File: src/hdl/fmdcs_pkg.sv
// ----------------------------------------------------------------------------
// fmdcs_pkg
// Shared types and constants for the distinct-count sketch core.
// ----------------------------------------------------------------------------
package fmdcs_pkg;

  // action codes of an input transaction
  typedef enum logic [1:0] {
    ACT_INSERT = 2'd0,
    ACT_QUERY  = 2'd1,
    ACT_CLEAR  = 2'd2,
    ACT_NONE   = 2'd3
  } action_t;

  // configuration register indexes
  localparam logic CFG_BITMAP_COUNT  = 1'b0;
  localparam logic CFG_BITMAP_LENGTH = 1'b1;

  // configuration widths and reset values
  localparam int unsigned CNT_W = 9;
  localparam int unsigned LEN_W = 7;
  localparam int unsigned SUM_W = 15;
  localparam logic [CNT_W-1:0] CNT_RESET = 9'd64;
  localparam logic [LEN_W-1:0] LEN_RESET = 7'd32;

  // controller states
  typedef enum logic [2:0] {
    ST_IDLE,
    ST_DIV,
    ST_RD,
    ST_WR,
    ST_CLR,
    ST_Q_RD,
    ST_Q_TAIL,
    ST_Q_OUT
  } state_t;

  // commands from controller to datapath
  typedef struct packed {
    logic load;
    logic div_step;
    logic rd_bucket;
    logic wr_bucket;
    logic walk_step;
    logic clear_all;
    logic out_load;
  } cmd_t;

  // status from datapath to controller
  typedef struct packed {
    logic div_done;
    logic walk_last;
    logic out_free;
  } status_t;

  // position of lowest set bit, 64 when the word is zero
  function automatic logic [6:0] lowest_set64(input logic [63:0] v);
    logic [6:0] r;
    r = 7'd64;
    for (int i = 63; i >= 0; i--) begin
      if (v[i]) r = 7'(i);
    end
    return r;
  endfunction

endpackage

File: src/hdl/fmdcs_ctrl.sv
// ----------------------------------------------------------------------------
// fmdcs_ctrl
// Sequencer for insert, query and clear transactions.
// ----------------------------------------------------------------------------
module fmdcs_ctrl
  import fmdcs_pkg::*;
(
  input  logic       clk,
  input  logic       rst_n,
  input  logic       in_valid,
  input  logic [1:0] in_action,
  output logic       in_stall,
  input  status_t    status,
  output cmd_t       cmd
);

  state_t state_r, state_nxt;
  action_t act;
  logic accept;

  assign act    = action_t'(in_action);
  assign accept = in_valid && (state_r == ST_IDLE);

  // state register
  always_ff @(posedge clk) begin
    if (!rst_n) state_r <= ST_IDLE;
    else        state_r <= state_nxt;
  end

  // next state
  always_comb begin
    state_nxt = state_r;
    unique case (state_r)
      ST_IDLE: begin
        if (in_valid) begin
          unique case (act)
            ACT_INSERT: state_nxt = ST_DIV;
            ACT_QUERY:  state_nxt = ST_Q_RD;
            ACT_CLEAR:  state_nxt = ST_CLR;
            ACT_NONE:   state_nxt = ST_IDLE;
          endcase
        end
      end
      ST_DIV:    if (status.div_done) state_nxt = ST_RD;
      ST_RD:     state_nxt = ST_WR;
      ST_WR:     state_nxt = ST_IDLE;
      ST_CLR:    state_nxt = ST_IDLE;
      ST_Q_RD:   if (status.walk_last) state_nxt = ST_Q_TAIL;
      ST_Q_TAIL: state_nxt = ST_Q_OUT;
      ST_Q_OUT:  if (status.out_free) state_nxt = ST_IDLE;
      default:   state_nxt = ST_IDLE;
    endcase
  end

  // command outputs
  always_comb begin
    cmd      = '0;
    in_stall = 1'b1;
    unique case (state_r)
      ST_IDLE: begin
        in_stall = 1'b0;
        cmd.load = accept;
      end
      ST_DIV:    cmd.div_step  = 1'b1;
      ST_RD:     cmd.rd_bucket = 1'b1;
      ST_WR:     cmd.wr_bucket = 1'b1;
      ST_CLR:    cmd.clear_all = 1'b1;
      ST_Q_RD:   cmd.walk_step = 1'b1;
      ST_Q_TAIL: cmd = '0;
      ST_Q_OUT:  cmd.out_load  = status.out_free;
      default:   cmd = '0;
    endcase
  end

endmodule

File: config.mk
export PLATFORM = sky130hd
export DESIGN_NAME = fmdcs_ctrl
export DESIGN_NICKNAME = d
export VERILOG_FILES = /design/src/hdl/fmdcs_pkg.sv /design/src/hdl/fmdcs_ctrl.sv
export SDC_FILE = /design/constraint.sdc
export NUM_CORES = 1
export LEC_CHECK = 0
export BUFFER_PORTS_ARGS = -buffer_cell sky130_fd_sc_hd__clkbuf_2
export CORE_AREA = 4 4 41 43
export DETAILED_ROUTE_END_ITERATION = 6
export DIE_AREA = 0 0 45 47
export GPL_TIMING_DRIVEN = 0
export PLACE_DENSITY_LB_ADDON = 0.15
export SLEW_MARGIN = 20
export SYNTH_ARGS = -nofsm -noshare
export SYNTH_HDL_FRONTEND = slang
export SYNTH_SLANG_ARGS = --single-unit
File: constraint.sdc
create_clock -name clk -period 1.4 [get_ports clk]
set_input_delay 0.07 -clock clk [delete_from_list [all_inputs] [get_ports clk]]
set_output_delay 0.07 -clock clk [all_outputs]
set_load 0.01 [all_outputs]
Yosys cells after proc, flatten, opt, wreduce, memory -nomap -nowiden
Cells that the tools add are included.
- bits of input ports: 8
- word-level logic and storage cells: 34
- register bits: 3
- muxes and demuxes: 14
- reductions and logical operators: 5
- eq/ne operators: 14
- operators by type and width (cell ; count):
    $pmux 3 s7 ; 1
    $eq 3x3->1 const B ; 4
    $mux 3 ; 4
    $pmux 3 s4 ; 1
    $mux 1 ; 8
    $ne 2x2->1 const B ; 4
    $eq 3x2->1 const B ; 2
    $eq 2x2->1 const B ; 2
    $reduce_and 4->1 ; 1
    $eq 3x1->1 const B ; 1
    $logic_not 3->1 ; 1
    $eq 2x1->1 const B ; 1
    $logic_not 2->1 ; 1
    $reduce_or 2->1 ; 1
    $logic_and 1x1->1 ; 1

Longest topological paths before layout
- depth in word-level cells: 4
- depth in mapped cells: 4

Least setup slack after synthesis
Ideal clock, no wire load.
- kind: reg2reg
- start: register state_r[2]
- end: register state_r[1]
- stages on the path, launching flop included: 5
- setup slack: 0.454 ns
- library setup time: 0.115 ns
- period minus slack after synthesis: 0.946 ns
- required time: 1.285 ns
- arrival time: 0.831 ns
- path through: dfxtp_1 -> buf_6 -> and2b_1 -> o21ai_1 -> o21ba_1
- cells in the longest elaborated chain, start to end: 3
- elaborated cells between the ends (all ways): 15
- RTL lines (element ; line ; RTL):
    start: declaration ; fmdcs_ctrl.sv:17 ; state_t state_r, state_nxt;
    start signal: assignment ; fmdcs_ctrl.sv:27 ; else state_r <= state_nxt;
    $eq 3x3->1, or another cell as far along ; fmdcs_ctrl.sv:33 ; unique case (state_r)
    $reduce_or 2->1 (no line) or $ne 2x2->1 (tied branches) ; n/a ;
    $pmux 3 s7 or $reduce_and 4->1 (tied branches) ; n/a ;
Several ways; a longest one is shown, not always the timed one.
A chain may end at the register's enable or synchronous reset.

==> out/qor.csv <==
metric,value,unit
#FFs+latches synth,3,
Peak VDD IR,0.0002305,V
routability-driven placement congestion ratio,0.6574,
"Seq/Total Area, Yosys",20.08,%
top post-synthesis cells by area,"dfxtp_1 20%, ha_1 8.4%, buf_6 7.5%",
vias,317,
number of synthesized flops with an enable pin,0,
Mapped Nets,49,
hold_buf cts,0,
die height,47,µm
RSZ-0062 raised after global routing,no,
Fin Setup TNS,0,ns
Setup CP Type,flop to output port,
Slew headroom,85.85,%
final worst path period share,91.26,%
Hold Crit Class,input port to flop,
final antenna-violating net count,0,
ys async rst share,0,%
critical path's slowest cell,dfxtp_1,
total chip power,0.4316,mW
clk sinks,3,
Clock Tree Buf Depth,2,
Die ar.,2115,µm²
Yosys top cell area share,20.08,%
pwr dens,1030,nW/µm²
outcome,completed,
minimum clock period,1.278,ns
total core area,1301,µm²
total CTS buffers,3,
routed len/inst,9.986,µm
"top cells by count, synth","5 x nand2_1, 4 x inv_1, 3 x dfxtp_1, 3 x nor2_1, 3 x nor3_1",
CP endpoint kind,output port,
busiest grt layer,met2,
die width,45,µm
post-synthesis instance total,39,
first-pass GRT wire length,1235,µm
"Clk Latency, worst-skew pair",0.24,ns
H-tree levels,1,
PostCTS Resize Cnt,0,
Least-Margin Pin Slew,0.2101,ns
leakage,0.2221,nW
IO Port Bufs,15,
Yosys Warn Count,0,
Synth Cell Area,299.0,µm²
placed cell count,69,
initial core utilization,22.98,%
first drt pass iteration count,2,
I/O Pins,16,
vias in the first global route,309,
Pins Over Slew Limit,0,
met2 GRT Util,11.58,%
Setup-failing EPs final,0,
Synth area leader,dfxtp_1,
crit-path cells,clkbuf_2 > inv_1 > nor3_1 > clkbuf_2,
cell row count,13,
CP dominant cell by count,clkbuf_2,
largest reg by FF count,state_r,
post-DR vias/cell,4.342,
Max Clk Rate,782.7,MHz
GRT Total Usage,8.215,%
layout cells sized above 1,43.10,%
WL final,729,µm
"Reg clk slew, reported paths",0.04,ns
Syn-to-layout area delta,40.17,%
"Top FF cell, synth",dfxtp_1,
number of DRC markers in iteration 0,5,
M1 GR Usage,10.00,%
Required @ worst endpoint,1.33,ns
global-route met3 utilization,1.533,%
ANT cells,0,
CP startpoint kind,flop,
hpwl dp,573.4,µm
clock skew,0.004148,ns
largest net degree at the start of global routing,11,
largest registers,state_r x3,
CP max stage delay,0.30,ns
root buf cell,clkbuf_4,
final-report hold violation count,0,
max FFs per register,3,
Post-CTS Setup Inserts,0,
crit path max fanout,8,
DRC Markers,0,
syn avg cell area,7.668,µm²
initial antenna violation count,0,
max capacitance violation total,0,
post-synth cell types,20,
most common cell in the netlist,nand2_1,
worst path arrival time,1.21,ns
nets,69,
CTS tree,yes,
post-layout util,32.21,%
total grt overflow,0,
Non-Filler Instances,73,
-- path summary, 6_finish.rpt --
kind                            cells after the start  startpoint         end  slack [ns]
worst min-delay path                                3       rst_n  state_r[2]        0.10
worst max-delay path                                4  state_r[1]      cmd[0]        0.12
worst max register to register                      4  state_r[1]  state_r[1]        0.39
worst min register to register                      2  state_r[1]  state_r[2]        0.60
-- worst max-delay path, delay by kind of cell, from the launching register on --
| kind | cells | cell delay (ns) |
|---|---|---|
| DFF | 1 | 0.30 |
| buffers and inverters | 3 | 0.48 |
| and+or+nand+nor | 1 | 0.20 |
-- logic make-up after synthesis --
group	share of synthesized area (%)
simple gates	33.05
buf+inv	14.22
fa+ha+maj	8.367
compound gates	24.27
flops	20.08
-- metal layers --
layer | vias up | part of all wire, %
li1 | 169 | -
met1 | 134 | 42
met2 | 11 | 46
met3 | 3 | 8.2
met4 | 0 | 3.2
met5 | - | 0
-- cells in the final DEF, fill, tap and decap left out, types with 2 or more instances in the layout --
cell | synthesis | layout
clkbuf_2 | 1 | 16
nand2_1 | 5 | 5
inv_1 | 4 | 4
nor2_1 | 3 | 3
nor3_1 | 3 | 3
clkbuf_4 | 0 | 3
dfxtp_1 | 3 | 3
buf_6 | 2 | 2
nand2b_1 | 2 | 2
and3_2 | 2 | 2
and2b_1 | 2 | 2
o21ai_1 | 2 | 2
ha_1 | 2 | 2
-- stage by stage --
step                      setup WS (ns)  area (µm²)  hold WS [ns]
final                            0.1223       419.2        0.1017
after global routing            0.02343       419.2        0.1118
after CTS                       0.09599       419.2       0.09698
after detailed placement         0.3581       392.9        0.3535
after global placement           0.3545       392.9        0.3541
after floorplan                  0.4542       299.0        0.2352
-- where the power goes --
part           switching [mW]  total [mW]  leakage [nW]  internal [mW]
Clock                  0.0518       0.159        0.0150          0.107
Sequential            0.00407       0.101        0.0246         0.0966
Combinational          0.0924       0.172         0.183         0.0793
-- layout make-up --
class	instances	area, µm²
timing repair buffer	15	75.07
buffer	3	27.53
tap	15	18.77
fill	158	882.1
inverter	4	15.01
sequential	3	60.06
clock buffer	4	26.28
multi-input combinational	29	196.4
Note: power is estimated with default switching activity, not from simulation.
